File: config.mk
export PLATFORM = sky130hd
export DESIGN_NAME = gyro_zero_rate_autocalibrate_flat
export DESIGN_NICKNAME = d
export VERILOG_FILES = /design/src/rtl/gzr_pkg.sv /design/src/rtl/gzr_sample_if.sv /design/src/rtl/gzr_result_if.sv /design/src/rtl/gzr_mul.sv /design/src/rtl/gzr_div.sv /design/src/rtl/gyro_zero_rate_autocalibrate.sv /design/src/flat_wrapper.sv
export SDC_FILE = /design/constraint.sdc
export NUM_CORES = 2
export LEC_CHECK = 0
export BUFFER_PORTS_ARGS = -buffer_cell sky130_fd_sc_hd__buf_2
export CAP_MARGIN = 20
export CORE_MARGIN = 8
export CORE_UTILIZATION = 50
export CTS_BUF_LIST = sky130_fd_sc_hd__clkbuf_2 sky130_fd_sc_hd__clkbuf_4 sky130_fd_sc_hd__clkbuf_8
export CTS_CLUSTER_SIZE = 16
export DETAILED_ROUTE_END_ITERATION = 7
export GPL_TIMING_DRIVEN = 0
export PLACE_DENSITY = 0.66
export SLEW_MARGIN = 15
export SYNTH_ARGS = -nofsm -noshare
export SYNTH_HDL_FRONTEND = slang
export SYNTH_SLANG_ARGS = --single-unit
File: constraint.sdc
create_clock -name clk -period 19.82 [get_ports clk]
set_input_delay 1.982 -clock clk [delete_from_list [all_inputs] [get_ports clk]]
set_output_delay 1.982 -clock clk [all_outputs]
set_load 0.05 [all_outputs]
File: src/rtl/gzr_pkg.sv
// Shared types and constants for the gyro zero-rate autocalibration block.
`timescale 1ns / 1ps

package gzr_pkg;

  localparam int COUNT_W = 17;
  localparam int STILL_W = 32;
  localparam int CFG_IDX_W = 3;
  localparam int CFG_DATA_W = 23;
  localparam int LIMIT_W = 23;
  localparam int TARGET_W = 16;
  localparam int ALPHA_W = 9;
  localparam int ALPHA_SHIFT = 8;
  localparam int KIND_W = 2;

  localparam logic [COUNT_W-1:0] COUNT_MAX = '1;
  localparam logic [STILL_W-1:0] STILL_MAX = '1;
  localparam logic [ALPHA_W-1:0] ALPHA_ONE = 9'd256;

  // register indexes
  localparam logic [CFG_IDX_W-1:0] REG_AUTO_ENABLE = 3'd0;
  localparam logic [CFG_IDX_W-1:0] REG_SAMPLE_TARGET = 3'd1;
  localparam logic [CFG_IDX_W-1:0] REG_MOTION_LIMIT = 3'd2;
  localparam logic [CFG_IDX_W-1:0] REG_NOISE_LIMIT = 3'd3;
  localparam logic [CFG_IDX_W-1:0] REG_ALPHA_Q8 = 3'd4;

  // register reset values
  localparam logic [TARGET_W-1:0] TARGET_RST = 16'd6000;
  localparam logic [LIMIT_W-1:0] MOTION_RST = 23'd3491;
  localparam logic [LIMIT_W-1:0] NOISE_RST = 23'd300;
  localparam logic [ALPHA_W-1:0] ALPHA_RST = 9'd102;

  // offset kinds
  localparam logic [KIND_W-1:0] KIND_NONE = 2'd0;
  localparam logic [KIND_W-1:0] KIND_TEMP = 2'd1;
  localparam logic [KIND_W-1:0] KIND_PERM = 2'd2;

  typedef enum logic [1:0] {
    MUL_AX,  // alpha * sample
    MUL_BS,  // (1 - alpha) * smoothed rate
    MUL_SC,  // smoothed rate * count
    MUL_NC   // noise limit * count
  } mul_sel_t;

  typedef enum logic [3:0] {
    ST_IDLE,
    ST_SM_AX,
    ST_SM_BS,
    ST_SM_UPD,
    ST_MOT,
    ST_DIF,
    ST_CHK,
    ST_ADD,
    ST_PASS_DEC,
    ST_FAIL,
    ST_DIV_START,
    ST_DIV_WAIT,
    ST_CLEAR,
    ST_OUT
  } state_t;

endpackage

File: src/rtl/gzr_sample_if.sv
// Input channel: one three-axis gyro sample per word.
`timescale 1ns / 1ps

interface gzr_sample_if #(
  parameter int SAMPLE_BITS = 24
);
  logic valid;
  logic ready;
  logic signed [SAMPLE_BITS-1:0] gyro_x;
  logic signed [SAMPLE_BITS-1:0] gyro_y;
  logic signed [SAMPLE_BITS-1:0] gyro_z;

  modport source(output valid, output gyro_x, output gyro_y, output gyro_z, input ready);
  modport sink(input valid, input gyro_x, input gyro_y, input gyro_z, output ready);
endinterface

File: src/rtl/gzr_result_if.sv
// Output channel: offset report per sample.
`timescale 1ns / 1ps

interface gzr_result_if #(
  parameter int SAMPLE_BITS = 24
);
  logic valid;
  logic ready;
  logic [1:0] offset_kind;
  logic signed [SAMPLE_BITS-1:0] offset_x;
  logic signed [SAMPLE_BITS-1:0] offset_y;
  logic signed [SAMPLE_BITS-1:0] offset_z;
  logic calibrated;
  logic [31:0] still_count;

  modport source(output valid, output offset_kind, output offset_x, output offset_y,
                 output offset_z, output calibrated, output still_count, input ready);
  modport sink(input valid, input offset_kind, input offset_x, input offset_y,
               input offset_z, input calibrated, input still_count, output ready);
endinterface

File: src/rtl/gzr_mul.sv
// Shared registered multiplier with operand select for smoothing and mean tests.
`timescale 1ns / 1ps

module gzr_mul #(
  parameter int SAMPLE_BITS = 24,
  parameter int SMOOTH_FRAC_BITS = 8
) (
  input  logic clk,
  input  gzr_pkg::mul_sel_t sel,
  input  logic signed [SAMPLE_BITS-1:0] sample,
  input  logic signed [SAMPLE_BITS+SMOOTH_FRAC_BITS-1:0] smooth,
  input  logic [gzr_pkg::ALPHA_W-1:0] alpha,
  input  logic [gzr_pkg::LIMIT_W-1:0] noise,
  input  logic [gzr_pkg::COUNT_W-1:0] count,
  output logic signed [((SAMPLE_BITS+SMOOTH_FRAC_BITS > 24) ?
                        SAMPLE_BITS+SMOOTH_FRAC_BITS : 24)+17:0] prod
);

  localparam int SW = SAMPLE_BITS + SMOOTH_FRAC_BITS;
  localparam int MA = (SW > 24) ? SW : 24;
  localparam int MB = 18;

  logic signed [MA-1:0] op_a;
  logic signed [MB-1:0] op_b;
  logic [gzr_pkg::ALPHA_W-1:0] alpha_inv;

  assign alpha_inv = gzr_pkg::ALPHA_ONE - alpha;

  always_comb begin
    case (sel)
      gzr_pkg::MUL_AX: begin
        op_a = {{(MA-SAMPLE_BITS){sample[SAMPLE_BITS-1]}}, sample};
        op_b = {{(MB-gzr_pkg::ALPHA_W){1'b0}}, alpha};
      end
      gzr_pkg::MUL_BS: begin
        op_a = {{(MA-SW){smooth[SW-1]}}, smooth};
        op_b = {{(MB-gzr_pkg::ALPHA_W){1'b0}}, alpha_inv};
      end
      gzr_pkg::MUL_SC: begin
        op_a = {{(MA-SW){smooth[SW-1]}}, smooth};
        op_b = {{(MB-gzr_pkg::COUNT_W){1'b0}}, count};
      end
      default: begin
        op_a = {{(MA-gzr_pkg::LIMIT_W){1'b0}}, noise};
        op_b = {{(MB-gzr_pkg::COUNT_W){1'b0}}, count};
      end
    endcase
  end

  always_ff @(posedge clk) begin
    prod <= op_a * op_b;
  end

endmodule

File: src/rtl/gzr_div.sv
// Iterative signed-by-unsigned divider, one quotient bit per cycle, truncating.
`timescale 1ns / 1ps

module gzr_div #(
  parameter int SAMPLE_BITS = 24
) (
  input  logic clk,
  input  logic rst,
  input  logic start,
  input  logic signed [SAMPLE_BITS+gzr_pkg::COUNT_W-1:0] dividend,
  input  logic [gzr_pkg::COUNT_W-1:0] divisor,
  output logic done,
  output logic signed [SAMPLE_BITS-1:0] quotient
);

  localparam int NW = SAMPLE_BITS + gzr_pkg::COUNT_W;
  localparam int CW = gzr_pkg::COUNT_W;
  localparam int IW = $clog2(NW + 1);

  logic [NW-1:0] q;
  logic [CW-1:0] rem;
  logic [CW-1:0] dvs;
  logic neg;
  logic busy;
  logic [IW-1:0] iter;
  logic [CW:0] rem_sh;
  logic [CW:0] rem_diff;
  logic [NW-1:0] q_signed;

  assign rem_sh = {rem, q[NW-1]};
  assign rem_diff = rem_sh - {1'b0, dvs};
  assign q_signed = neg ? -q : q;
  assign quotient = q_signed[SAMPLE_BITS-1:0];

  always_ff @(posedge clk) begin
    if (rst) begin
      busy <= 1'b0;
      done <= 1'b0;
    end else begin
      done <= 1'b0;
      if (start) begin
        busy <= 1'b1;
      end else if (busy && iter == IW'(1)) begin
        busy <= 1'b0;
        done <= 1'b1;
      end
    end
  end

  always_ff @(posedge clk) begin
    if (start) begin
      q <= dividend[NW-1] ? -dividend : dividend;
      neg <= dividend[NW-1];
      rem <= '0;
      dvs <= divisor;
      iter <= IW'(NW);
    end else if (busy) begin
      // restoring step
      if (!rem_diff[CW]) begin
        rem <= rem_diff[CW-1:0];
        q <= {q[NW-2:0], 1'b1};
      end else begin
        rem <= rem_sh[CW-1:0];
        q <= {q[NW-2:0], 1'b0};
      end
      iter <= iter - IW'(1);
    end
  end

endmodule

File: src/rtl/gyro_zero_rate_autocalibrate.sv
// Gyro zero-rate bias estimator. Each sample word is taken only while the block is idle.
// The first sample after a clear is summed without any test. Any other sample runs through
// a sequencer around one shared registered multiplier: per tested axis, smoothing,
// motion test and mean test, then summing once all three axes pass; a failing test
// skips the remaining axes. When an offset is emitted, one shared divider
// forms the three means at one quotient bit per cycle, and the sums are then cleared.
// A finished result waits in an output register, so the next sample is taken while it
// is still pending; a later result stalls in the sequencer until that register is free.
`timescale 1ns / 1ps

module gyro_zero_rate_autocalibrate #(
  parameter int SAMPLE_BITS = 24,
  parameter int SMOOTH_FRAC_BITS = 8
) (
  input  logic clk,
  input  logic rst,
  gzr_sample_if.sink sample,
  gzr_result_if.source result,
  input  logic cfg_we,
  input  logic [gzr_pkg::CFG_IDX_W-1:0] cfg_index,
  input  logic [gzr_pkg::CFG_DATA_W-1:0] cfg_data
);

  localparam int F = SMOOTH_FRAC_BITS;
  localparam int SW = SAMPLE_BITS + F;
  localparam int SUMW = SAMPLE_BITS + gzr_pkg::COUNT_W;
  localparam int DW = SW + 18;
  localparam int SMW = SW + 10;
  localparam int MA = (SW > 24) ? SW : 24;
  localparam int PW = MA + 18;
  localparam int LW = gzr_pkg::LIMIT_W;
  localparam int CW = gzr_pkg::COUNT_W;

  // configuration
  logic auto_enable;
  logic [gzr_pkg::TARGET_W-1:0] sample_target;
  logic [LW-1:0] motion_limit;
  logic [LW-1:0] noise_limit;
  logic [gzr_pkg::ALPHA_W-1:0] alpha_q8;

  // estimator state
  logic signed [SW-1:0] smoothed_rate [3];
  logic signed [SUMW-1:0] rate_sum [3];
  logic [CW-1:0] sum_count;
  logic [gzr_pkg::STILL_W-1:0] still_run;

  // per-sample working registers
  gzr_pkg::state_t state, state_next;
  logic signed [SAMPLE_BITS-1:0] gx [3];
  logic [1:0] axis;
  logic signed [DW-1:0] acc;
  logic tested;
  logic fail_flag;
  logic [gzr_pkg::KIND_W-1:0] kind;
  logic signed [SAMPLE_BITS-1:0] off [3];
  logic cal;

  // result register
  logic res_valid;
  logic [gzr_pkg::KIND_W-1:0] res_kind;
  logic signed [SAMPLE_BITS-1:0] res_x;
  logic signed [SAMPLE_BITS-1:0] res_y;
  logic signed [SAMPLE_BITS-1:0] res_z;
  logic res_cal;
  logic [gzr_pkg::STILL_W-1:0] res_still;

  // control
  gzr_pkg::mul_sel_t mul_sel;
  logic div_start;
  logic in_ready;
  logic accept;
  logic out_free;

  // datapath
  logic [gzr_pkg::ALPHA_W-1:0] alpha_eff;
  logic signed [PW-1:0] prod;
  logic signed [SW-1:0] s_cur;
  logic signed [SUMW-1:0] sum_cur;
  logic signed [SMW-1:0] sm_acc;
  logic signed [SMW-1:0] sm_prod;
  logic signed [SMW-1:0] sm_sum;
  logic signed [SMW-1:0] sm_shift;
  logic signed [SW-1:0] s_new;
  logic [SW-1:0] s_mag;
  logic [SW+LW-1:0] s_mag_x;
  logic [SW+LW-1:0] mot_lim_x;
  logic motion_fail;
  logic signed [DW-F-1:0] sum_sx;
  logic signed [DW-1:0] diff;
  logic [DW-1:0] acc_mag;
  logic [PW+F-1:0] acc_mag_x;
  logic [PW+F-1:0] noise_lim;
  logic noise_fail;
  logic emit_temp;
  logic emit_perm;
  logic div_done;
  logic signed [SAMPLE_BITS-1:0] div_quot;

  assign alpha_eff = (alpha_q8[gzr_pkg::ALPHA_W-1] && (|alpha_q8[gzr_pkg::ALPHA_W-2:0])) ?
                     gzr_pkg::ALPHA_ONE : alpha_q8;

  assign s_cur = smoothed_rate[axis];
  assign sum_cur = rate_sum[axis];

  // new smoothed rate: floor((a*x<<F + (256-a)*s) / 256)
  assign sm_acc = acc[SMW-1:0];
  assign sm_prod = prod[SMW-1:0];
  assign sm_sum = sm_acc + sm_prod;
  assign sm_shift = sm_sum >>> gzr_pkg::ALPHA_SHIFT;
  assign s_new = sm_shift[SW-1:0];

  assign s_mag = s_cur[SW-1] ? -s_cur : s_cur;
  assign s_mag_x = {{LW{1'b0}}, s_mag};
  assign mot_lim_x = {{SAMPLE_BITS{1'b0}}, motion_limit, {F{1'b0}}};
  assign motion_fail = s_mag_x >= mot_lim_x;

  // distance of s*count from sum<<F
  assign sum_sx = {{(DW-F-SUMW){sum_cur[SUMW-1]}}, sum_cur};
  assign diff = prod[DW-1:0] - {sum_sx, {F{1'b0}}};

  assign acc_mag = acc[DW-1] ? -acc : acc;
  assign acc_mag_x = {{(PW+F-DW){1'b0}}, acc_mag};
  assign noise_lim = {prod, {F{1'b0}}};
  assign noise_fail = acc_mag_x >= noise_lim;

  assign emit_temp = auto_enable &&
                     (sum_count > {{(CW-gzr_pkg::TARGET_W+1){1'b0}},
                                   sample_target[gzr_pkg::TARGET_W-1:1]});
  assign emit_perm = auto_enable &&
                     (sum_count > {{(CW-gzr_pkg::TARGET_W){1'b0}}, sample_target});

  assign accept = sample.valid && in_ready;
  assign out_free = !res_valid || result.ready;

  gzr_mul #(
    .SAMPLE_BITS(SAMPLE_BITS),
    .SMOOTH_FRAC_BITS(SMOOTH_FRAC_BITS)
  ) u_mul (
    .clk(clk),
    .sel(mul_sel),
    .sample(gx[axis]),
    .smooth(s_cur),
    .alpha(alpha_eff),
    .noise(noise_limit),
    .count(sum_count),
    .prod(prod)
  );

  gzr_div #(
    .SAMPLE_BITS(SAMPLE_BITS)
  ) u_div (
    .clk(clk),
    .rst(rst),
    .start(div_start),
    .dividend(sum_cur),
    .divisor(sum_count),
    .done(div_done),
    .quotient(div_quot)
  );

  // next state
  always_comb begin
    state_next = state;
    unique case (state)
      gzr_pkg::ST_IDLE: begin
        if (accept) begin
          state_next = (sum_count == '0) ? gzr_pkg::ST_ADD : gzr_pkg::ST_SM_AX;
        end
      end
      gzr_pkg::ST_SM_AX:  state_next = gzr_pkg::ST_SM_BS;
      gzr_pkg::ST_SM_BS:  state_next = gzr_pkg::ST_SM_UPD;
      gzr_pkg::ST_SM_UPD: state_next = gzr_pkg::ST_MOT;
      gzr_pkg::ST_MOT: begin
        state_next = motion_fail ? gzr_pkg::ST_FAIL : gzr_pkg::ST_DIF;
      end
      gzr_pkg::ST_DIF: state_next = gzr_pkg::ST_CHK;
      gzr_pkg::ST_CHK: begin
        if (noise_fail) begin
          state_next = gzr_pkg::ST_FAIL;
        end else if (axis == 2'd2) begin
          state_next = gzr_pkg::ST_ADD;
        end else begin
          state_next = gzr_pkg::ST_SM_AX;
        end
      end
      gzr_pkg::ST_ADD: begin
        state_next = tested ? gzr_pkg::ST_PASS_DEC : gzr_pkg::ST_OUT;
      end
      gzr_pkg::ST_PASS_DEC: begin
        state_next = emit_perm ? gzr_pkg::ST_DIV_START : gzr_pkg::ST_OUT;
      end
      gzr_pkg::ST_FAIL: begin
        state_next = emit_temp ? gzr_pkg::ST_DIV_START : gzr_pkg::ST_CLEAR;
      end
      gzr_pkg::ST_DIV_START: state_next = gzr_pkg::ST_DIV_WAIT;
      gzr_pkg::ST_DIV_WAIT: begin
        if (div_done) begin
          state_next = (axis == 2'd2) ? gzr_pkg::ST_CLEAR : gzr_pkg::ST_DIV_START;
        end
      end
      gzr_pkg::ST_CLEAR: state_next = gzr_pkg::ST_OUT;
      gzr_pkg::ST_OUT: begin
        if (out_free) begin
          state_next = gzr_pkg::ST_IDLE;
        end
      end
      default: state_next = gzr_pkg::ST_IDLE;
    endcase
  end

  // sequencer outputs
  always_comb begin
    in_ready = 1'b0;
    div_start = 1'b0;
    mul_sel = gzr_pkg::MUL_AX;
    unique case (state)
      gzr_pkg::ST_IDLE:      in_ready = 1'b1;
      gzr_pkg::ST_SM_AX:     mul_sel = gzr_pkg::MUL_AX;
      gzr_pkg::ST_SM_BS:     mul_sel = gzr_pkg::MUL_BS;
      gzr_pkg::ST_MOT:       mul_sel = gzr_pkg::MUL_SC;
      gzr_pkg::ST_DIF:       mul_sel = gzr_pkg::MUL_NC;
      gzr_pkg::ST_DIV_START: div_start = 1'b1;
      default: begin
      end
    endcase
  end

  assign sample.ready = in_ready;

  always_ff @(posedge clk) begin
    if (rst) begin
      state <= gzr_pkg::ST_IDLE;
    end else begin
      state <= state_next;
    end
  end

  // configuration writes
  always_ff @(posedge clk) begin
    if (rst) begin
      auto_enable <= 1'b0;
      sample_target <= gzr_pkg::TARGET_RST;
      motion_limit <= gzr_pkg::MOTION_RST;
      noise_limit <= gzr_pkg::NOISE_RST;
      alpha_q8 <= gzr_pkg::ALPHA_RST;
    end else if (cfg_we) begin
      unique case (cfg_index)
        gzr_pkg::REG_AUTO_ENABLE:   auto_enable <= cfg_data[0];
        gzr_pkg::REG_SAMPLE_TARGET: sample_target <= cfg_data[gzr_pkg::TARGET_W-1:0];
        gzr_pkg::REG_MOTION_LIMIT:  motion_limit <= cfg_data[LW-1:0];
        gzr_pkg::REG_NOISE_LIMIT:   noise_limit <= cfg_data[LW-1:0];
        gzr_pkg::REG_ALPHA_Q8:      alpha_q8 <= cfg_data[gzr_pkg::ALPHA_W-1:0];
        default: begin
        end
      endcase
    end
  end

  // estimator state
  always_ff @(posedge clk) begin
    if (rst) begin
      for (int i = 0; i < 3; i++) begin
        smoothed_rate[i] <= '0;
        rate_sum[i] <= '0;
      end
      sum_count <= '0;
      still_run <= '0;
    end else begin
      if (state == gzr_pkg::ST_SM_UPD) begin
        smoothed_rate[axis] <= s_new;
      end
      if (state == gzr_pkg::ST_ADD) begin
        // a full count stops summing; the tests still run
        if (sum_count != gzr_pkg::COUNT_MAX) begin
          for (int i = 0; i < 3; i++) begin
            rate_sum[i] <= rate_sum[i] +
                           {{(SUMW-SAMPLE_BITS){gx[i][SAMPLE_BITS-1]}}, gx[i]};
          end
          sum_count <= sum_count + CW'(1);
        end
        if (tested && still_run != gzr_pkg::STILL_MAX) begin
          still_run <= still_run + gzr_pkg::STILL_W'(1);
        end
      end
      if (state == gzr_pkg::ST_CLEAR) begin
        for (int i = 0; i < 3; i++) begin
          rate_sum[i] <= '0;
        end
        sum_count <= '0;
        if (fail_flag) begin
          still_run <= '0;
        end
      end
    end
  end

  // per-sample working registers
  always_ff @(posedge clk) begin
    unique case (state)
      gzr_pkg::ST_IDLE: begin
        if (accept) begin
          gx[0] <= sample.gyro_x;
          gx[1] <= sample.gyro_y;
          gx[2] <= sample.gyro_z;
          axis <= 2'd0;
          tested <= (sum_count != '0);
          fail_flag <= 1'b0;
          kind <= gzr_pkg::KIND_NONE;
          cal <= 1'b0;
          for (int i = 0; i < 3; i++) begin
            off[i] <= '0;
          end
        end
      end
      gzr_pkg::ST_SM_BS: acc <= {prod[DW-F-1:0], {F{1'b0}}};
      gzr_pkg::ST_DIF:   acc <= diff;
      gzr_pkg::ST_CHK: begin
        if (!noise_fail && axis != 2'd2) begin
          axis <= axis + 2'd1;
        end
      end
      gzr_pkg::ST_PASS_DEC: begin
        if (emit_perm) begin
          kind <= gzr_pkg::KIND_PERM;
          cal <= 1'b1;
          axis <= 2'd0;
        end
      end
      gzr_pkg::ST_FAIL: begin
        fail_flag <= 1'b1;
        axis <= 2'd0;
        if (emit_temp) begin
          kind <= gzr_pkg::KIND_TEMP;
        end
      end
      gzr_pkg::ST_DIV_WAIT: begin
        if (div_done) begin
          off[axis] <= div_quot;
          if (axis != 2'd2) begin
            axis <= axis + 2'd1;
          end
        end
      end
      default: begin
      end
    endcase
  end

  // result register
  always_ff @(posedge clk) begin
    if (rst) begin
      res_valid <= 1'b0;
    end else if (state == gzr_pkg::ST_OUT && out_free) begin
      res_valid <= 1'b1;
    end else if (result.ready) begin
      res_valid <= 1'b0;
    end
  end

  always_ff @(posedge clk) begin
    if (state == gzr_pkg::ST_OUT && out_free) begin
      res_kind <= kind;
      res_x <= off[0];
      res_y <= off[1];
      res_z <= off[2];
      res_cal <= cal;
      res_still <= still_run;
    end
  end

  assign result.valid = res_valid;
  assign result.offset_kind = res_kind;
  assign result.offset_x = res_x;
  assign result.offset_y = res_y;
  assign result.offset_z = res_z;
  assign result.calibrated = res_cal;
  assign result.still_count = res_still;

endmodule

File: src/flat_wrapper.sv
// flat-port wrapper written by rule: the top's interface ports become plain ports
module gyro_zero_rate_autocalibrate_flat 
#(
  parameter int SAMPLE_BITS = 24,
  parameter int SMOOTH_FRAC_BITS = 8
)
  (clk, rst, cfg_we, cfg_index, cfg_data, sample_valid, sample_gyro_x, sample_gyro_y, sample_gyro_z, sample_ready, result_valid, result_offset_kind, result_offset_x, result_offset_y, result_offset_z, result_calibrated, result_still_count, result_ready);
  gzr_sample_if #(.SAMPLE_BITS(SAMPLE_BITS)) sample_i ();
  gzr_result_if #(.SAMPLE_BITS(SAMPLE_BITS)) result_i ();
  input  logic clk;
  input  logic rst;
  input  logic cfg_we;
  input  logic [gzr_pkg::CFG_IDX_W-1:0] cfg_index;
  input  logic [gzr_pkg::CFG_DATA_W-1:0] cfg_data;
  input wire logic [$bits(sample_i.valid)-1:0] sample_valid;
  input wire logic [$bits(sample_i.gyro_x)-1:0] sample_gyro_x;
  input wire logic [$bits(sample_i.gyro_y)-1:0] sample_gyro_y;
  input wire logic [$bits(sample_i.gyro_z)-1:0] sample_gyro_z;
  output wire logic [$bits(sample_i.ready)-1:0] sample_ready;
  output wire logic [$bits(result_i.valid)-1:0] result_valid;
  output wire logic [$bits(result_i.offset_kind)-1:0] result_offset_kind;
  output wire logic [$bits(result_i.offset_x)-1:0] result_offset_x;
  output wire logic [$bits(result_i.offset_y)-1:0] result_offset_y;
  output wire logic [$bits(result_i.offset_z)-1:0] result_offset_z;
  output wire logic [$bits(result_i.calibrated)-1:0] result_calibrated;
  output wire logic [$bits(result_i.still_count)-1:0] result_still_count;
  input wire logic [$bits(result_i.ready)-1:0] result_ready;
  assign sample_i.valid = sample_valid;
  assign sample_i.gyro_x = sample_gyro_x;
  assign sample_i.gyro_y = sample_gyro_y;
  assign sample_i.gyro_z = sample_gyro_z;
  assign sample_ready = sample_i.ready;
  assign result_valid = result_i.valid;
  assign result_offset_kind = result_i.offset_kind;
  assign result_offset_x = result_i.offset_x;
  assign result_offset_y = result_i.offset_y;
  assign result_offset_z = result_i.offset_z;
  assign result_calibrated = result_i.calibrated;
  assign result_still_count = result_i.still_count;
  assign result_i.ready = result_ready;
  gyro_zero_rate_autocalibrate #(.SAMPLE_BITS(SAMPLE_BITS), .SMOOTH_FRAC_BITS(SMOOTH_FRAC_BITS)) u_core (.clk(clk), .rst(rst), .sample(sample_i), .result(result_i), .cfg_we(cfg_we), .cfg_index(cfg_index), .cfg_data(cfg_data));
endmodule
# Word-level counts from Yosys, hierarchy flattened
# Memories as Yosys holds them, arrays and structs flattened. A register that Yosys moved wholly into a read port is not among the register bits.
# Cells that the tools add are included.
# W data, S select, Z words.
# totals
register_bits	352
latch_bits	0
mem_bits_rw	363
rom_bits	0
input_bits	103
output_inout_bits	109
wordCells	211
memories	4
# classes
n_addsub	15
mul	1
div	0
n_lt_le_gt_ge	4
eq_ne	31
n_shift	0
n_mux	82
bitwise	6
n_reduce_logical	42
# memory_table
name	depth	word_bits	rd	rd_clocked_by_memory_dff	wr	line_no	rtl
u_core.rate_sum	3	41	4	1	3	gyro_zero_rate_autocalibrate.sv:43	logic signed [SUMW-1:0] rate_sum [3];
u_core.smoothed_rate	3	32	1	1	3	gyro_zero_rate_autocalibrate.sv:42	logic signed [SW-1:0] smoothed_rate [3];
u_core.gx	3	24	4	1	3	gyro_zero_rate_autocalibrate.sv:49	logic signed [SAMPLE_BITS-1:0] gx [3];
u_core.off	3	24	3	3	3	gyro_zero_rate_autocalibrate.sv:55	logic signed [SAMPLE_BITS-1:0] off [3];
# ops
op	count
$mux W41	9
$mux W32	6
$add A41 B41 Y41	3
$pmux W50 S2	1
$pmux W32 S2	1
$ge A50 B58 Y1	1
$pmux W4 S14	1
$mul A32 B18 Y50	1
$mux W50	1
$neg A50 Y50	1
$sub A50 B50 Y50	1
$mux W24	2
$neg A41 Y41	1
$add A40 B40 Y40	1
$pmux W17 S2	1
$add A32 B1 Y32 const B	1
$ge A32 B31 Y1	1
$ne A32 B32 Y1 const B	1
$neg A32 Y32	1
$reduce_or A32 Y1	1
$mux W1	30
$eq A4 B4 Y1 const B	6
$mux W2	12
$neg A24 Y24	1
other kinds (45)	96

# Depth between registers and ports, before layout
# logic_depth
ltp_word	8
ltp_mapped	40
ltp_nobuf	36

# Modules after synthesis
# From an unflattened synthesis, not the netlist that was laid out.
# hier_totals
cells_unflattened	6888
hier_area_um2	65962.0
# by_module_without_submodules
module	instances	cells_each	area_per_inst_um2	seq_area_each_um2
gyro_zero_rate_autocalibrate	1	3866	39915.8	19348.6
gzr_mul	1	2419	20619.8	1001.0
gzr_div	1	603	5426.5	2272.2

# Worst setup path after synthesis
# No wires, ideal clock.
# synth_path
kind	register to register
startpoint	register u_core.state[0]
endpoint	register u_core.u_mul.prod[47] (netlist name)
setup_time_ns	0.072
arrival_ns	9.489
required_time_ns	19.748
path_slack_ns	10.259
path_stages_with_launch	35
path_buffers	5
synth_period_minus_slack_ns	9.561
cell_sequence	dfxtp_1 > clkbuf_1 > clkbuf_1 > nand3b_1 > o21ai_0 > nand2b_1 > inv_1 > ha_1 > clkbuf_1 > buf_1 > clkbuf_1 > mux2i_1 > nor2_1 > fa_1 > inv_1 > fa_1 > fa_1 > inv_1 > fa_1 > fa_1 > inv_1 > fa_1 > inv_1 > ha_1 > nand4_1 > nor2_1 > o311a_1 > o2111ai_1 > a21boi_0 > a31oi_1 > o311ai_0 > nand2_1 > nor3b_1 > o41a_1 > xor2_1
# synth_between
elab_chain_cells	6
elab_cells_between_ends	11
cone_classes	mul (1); eq/ne (5); mux (3); reduce/logical (2)
# synth_lines
element	line_no	rtl
from (decl)	gyro_zero_rate_autocalibrate.sv:48	gzr_pkg::state_t state, state_next;
from (signal assigned)	gyro_zero_rate_autocalibrate.sv:232	state <= gzr_pkg::ST_IDLE;
from (signal assigned)	gyro_zero_rate_autocalibrate.sv:234	state <= state_next;
$eq A4 B3 Y1 or $eq A4 B2 Y1 (tied branches)	gyro_zero_rate_autocalibrate.sv:216	unique case (state)
$pmux W2 S3 *	gyro_zero_rate_autocalibrate.sv:216	
$eq A2 B1 Y1 or $eq A2 B2 Y1 (tied branches)	gzr_mul.sv:30	case (sel)
$reduce_or A2 Y1 (no source line)	-	
$pmux W32 S2	gzr_mul.sv:30	
$mul A32 B18 Y50 *	gzr_mul.sv:51	prod <= op_a * op_b;
to (signal assigned)	gzr_mul.sv:51	
to (decl)	gzr_mul.sv:16	SAMPLE_BITS+SMOOTH_FRAC_BITS : 24)+17:0] prod
# Every way passes the cells marked *; elsewhere a longest branch is shown, timed or not.
# A chain may end at the register's enable or synchronous reset.

==> out/metrics.cfg <==
[clock_network]
path_clk_slew_ns = 0.06
ctsHoldBuffers = 0
post_cts_buffers = 0
cts_resized = 0
clkLatencyLatePin_ns = 0.86
root_buffer = clkbuf_8
numCtsBuffers = 145
tritoncts = yes
clockBufferDepth = 3
cts.sinks = 821
htree_num_levels = 4

[finish]
finalInstanceArea_mm2 = 0.0720
syn2layout_area_growth_pct = 10.4
nets = 8252
drive_above_1_share_pct = 8.42

[die]
die_x_um = 377
dieArea_mm2 = 0.142
start_util_pct = 50.3
num_rows = 132
io_pins = 212
die_h_um = 377
core-area_mm2 = 0.129

[logic_synthesis]
yosys_most_used_dff = edfxtp_1
async_flop_share_pct = 0
yosysWarnings = 0
synth.net_count = 7868
synth_edf_count = 618
netlist_area_mm2 = 0.0652
ys_types = 88
synth.avg_cell_area_um2 = 9.59
synth_cells = 6793
ys_seq_elements = 821
yosysSeqAreaShare_pct = 34.7

[global_routing]
grt-ovfl-total = 0
grt_pass1_wl_um = 301000
grt_max_degree = 61
antenna_found_initial = 8
grt_pass1_vias = 50500
grt.total_usage_pct = 27.5

[placement]
gp_congestion = 0.997
placed_area_mm2 = 0.0688
io_buffers = 211
place_hpwl_um = 158000

[critical_path]
end_kind = flip-flop
path_class = reg2reg
worst-path-max-fanout = 10
required_ns = 20.55
slowest_delay_ns = 0.70
cp_common_cell = fa_1
cp.arrival_ns = 14.20
start_kind = flip-flop
r2r_cells = 36
critPathSlowestCell = clkbuf_1

[worst_hold_path]
hold_class = reg2reg
min_path_cells = 0

[job]
maxCapViolCount = 0

[timing]
slew_headroom_pct = 17.0
min_period_over_period_pct = 67.9
setup-tns-final_ns = 0
finalHoldViolCount = 0
max_slew.worst_pin.slew_ns = 1.21
finalMaxSlewViolations = 0
timing.final.crit_period_ns = 13.47
rsz0062_at_grt = no
setup_viol = 0
fin_skew_ns = 0.0765
fmax_ghz = 0.0743

[drt]
drtPass1Iterations = 8
wire_per_inst_um = 21.9
vias = 51300
vias_per_cell = 5.67
drtAntennaViolNets = 0
drc = 0
first_iter_violations = 4983
wl_um = 198000

[outcome]
status = finished, final reports clean

==> layout make-up <==
type	instances	area [µm²]
Multi-Input combinational cell	4800	38200
Buffer	236	921
Sequential cell	821	22600
Timing Repair Buffer	237	1440
Antenna cell	6	15.0
Inverter	936	3520
Clock inverter	71	703
Fill cell	11700	57500
Tap cell	1742	2180
Clock buffer	192	2410
==> worst max-delay path: cells and delay by family (launching register included) <==
family / cells / cell delay (ns)
fa+ha+maj: 7 / 3.21
flops: 1 / 0.43
compound gates: 8 / 2.87
mux: 1 / 0.62
simple gates: 6 / 1.14
buf+inv: 13 / 4.89
xor+xnor: 1 / 0.14
==> cells in the mapped netlist, types with 9 or more instances <==
| master | n | area share [%] |
|---|---|---|
| nor3_1 | 70 | 0.54 |
| edfxtp_1 | 618 | 28 |
| nor2b_1 | 51 | 0.49 |
| or2_2 | 27 | 0.26 |
| nand3_1 | 73 | 0.56 |
| nor2_1 | 819 | 4.7 |
| o21bai_1 | 22 | 0.25 |
| a211oi_1 | 36 | 0.41 |
| o41ai_1 | 11 | 0.15 |
| o21ai_0 | 309 | 2.4 |
| ha_1 | 446 | 8.6 |
| nor4_1 | 24 | 0.23 |
| nand4_1 | 70 | 0.67 |
| mux4_2 | 31 | 1.1 |
| and4_1 | 13 | 0.17 |
| nand2b_1 | 69 | 0.66 |
| a21o_1 | 167 | 1.9 |
| o31ai_1 | 35 | 0.40 |
| fa_1 | 526 | 16 |
| a31oi_1 | 35 | 0.34 |
| xor2_1 | 157 | 2.1 |
| or3_1 | 33 | 0.32 |
| inv_1 | 935 | 5.4 |
| clkbuf_1 | 201 | 1.2 |
| a2111oi_0 | 9 | 0.12 |
| and2_1 | 24 | 0.23 |
| xnor2_1 | 240 | 3.2 |
| mux2i_1 | 113 | 1.7 |
| nand2_1 | 717 | 4.1 |
| buf_1 | 20 | 0.12 |
| o21a_1 | 46 | 0.53 |
| mux2_2 | 26 | 0.45 |
| dfxtp_1 | 203 | 6.2 |
| a221oi_1 | 11 | 0.15 |
| a21oi_1 | 393 | 3.0 |
| and3_1 | 36 | 0.35 |
| buf_2 | 12 | 0.092 |
| o211ai_1 | 31 | 0.36 |
==> per-stage QoR <==
stage	hold WS (ns)	util [%]	std cells	setup slack, ns
CTS	0.399	55.5	9031	6.54
detailed placement	0.405	53.1	8768	6.62
global route	0.408	55.6	9037	5.75
floorplan	0.400	-	6793	10.26
global placement	0.401	52.8	8746	6.52
finish	0.393	55.6	9041	6.35
==> cells by family (layout without fill, tap and decap cells) <==
kind of cell             after synthesis  in the layout  synth area share, %
AO/OA/AOI/OAI                       1188           1188                 11.1
XOR/XNOR                             397            397                 5.34
flip-flops                           821            821                 34.7
buffers and inverters               1172           1672                 6.80
other                                  0              6                    0
multiplexers                         170            170                 3.26
AND/OR/NAND/NOR                     2073           2073                 14.0
adder cells (fa/ha/maj)              972            972                 24.7
==> layout by cell type (no fill, tap or decap), types with 26 or more instances in the layout <==
cell,instances
o21ai_0,309
mux2i_1,109
buf_2,224
xor2_1,157
o21a_1,46
nor3_1,68
nand2_1,714
edfxtp_1,618
fa_1,526
clkbuf_4,40
ha_1,446
clkbuf_1,200
nand4_1,70
inv_1,933
a21oi_1,393
nor2b_1,51
or3_1,33
dfxtp_1,203
and3_1,35
nand2b_1,68
xnor2_1,240
nand3_1,73
or2_2,26
clkbuf_8,155
clkinv_1,29
mux2_2,26
o211ai_1,31
a211oi_1,36
nor2_1,819
mux4_2,31
a31oi_1,35
o31ai_1,35
a21o_1,167
==> path summary, 6_finish.rpt <==
check / from / endpoint / slack, ns
setup / recovery: flip-flop / u_core.u_mul.prod[47] / 6.35
hold / removal: u_core.off[0][6] / result_offset_x[6] / 0.39
setup reg to reg: flip-flop / u_core.u_mul.prod[47] / 6.35
hold reg to reg: u_core.off[0][6] / result_offset_x[6] / 0.39
==> sequential cells by signal, indices dropped and copies added (netlist names), 6 cells and up, named ones only <==
register                   cells
u_core.smoothed_rate         128
u_core.rate_sum              123
u_core.gx                     72
u_core.off                    72
u_core.acc                    50
u_core.u_mul.prod             50
u_core.u_div.q                41
u_core.result.still_count     32
u_core.still_run              32
result_offset_x               24
result_offset_y               24
result_offset_z               24
u_core.motion_limit           23
u_core.noise_limit            23
u_core.sum_count              17
u_core.u_div.dvs              17
u_core.u_div.rem              17
u_core.sample_target          16
u_core.alpha_q8                9
u_core.u_div.iter              6
==> metal layers <==
layer | vias to the layer above | share of wire [%] | track usage [%]
met5 | - | 0.012 | 0
met4 | 4 | 5.4 | 13.4
met3 | 491 | 9.4 | 6.09
met2 | 2216 | 45 | 42.9
met1 | 25000 | 41 | 36.3
li1 | 23600 | - | -
Power is not shown: default switching activity piles up to over one toggle a cycle in this logic, so the estimate is an artifact.
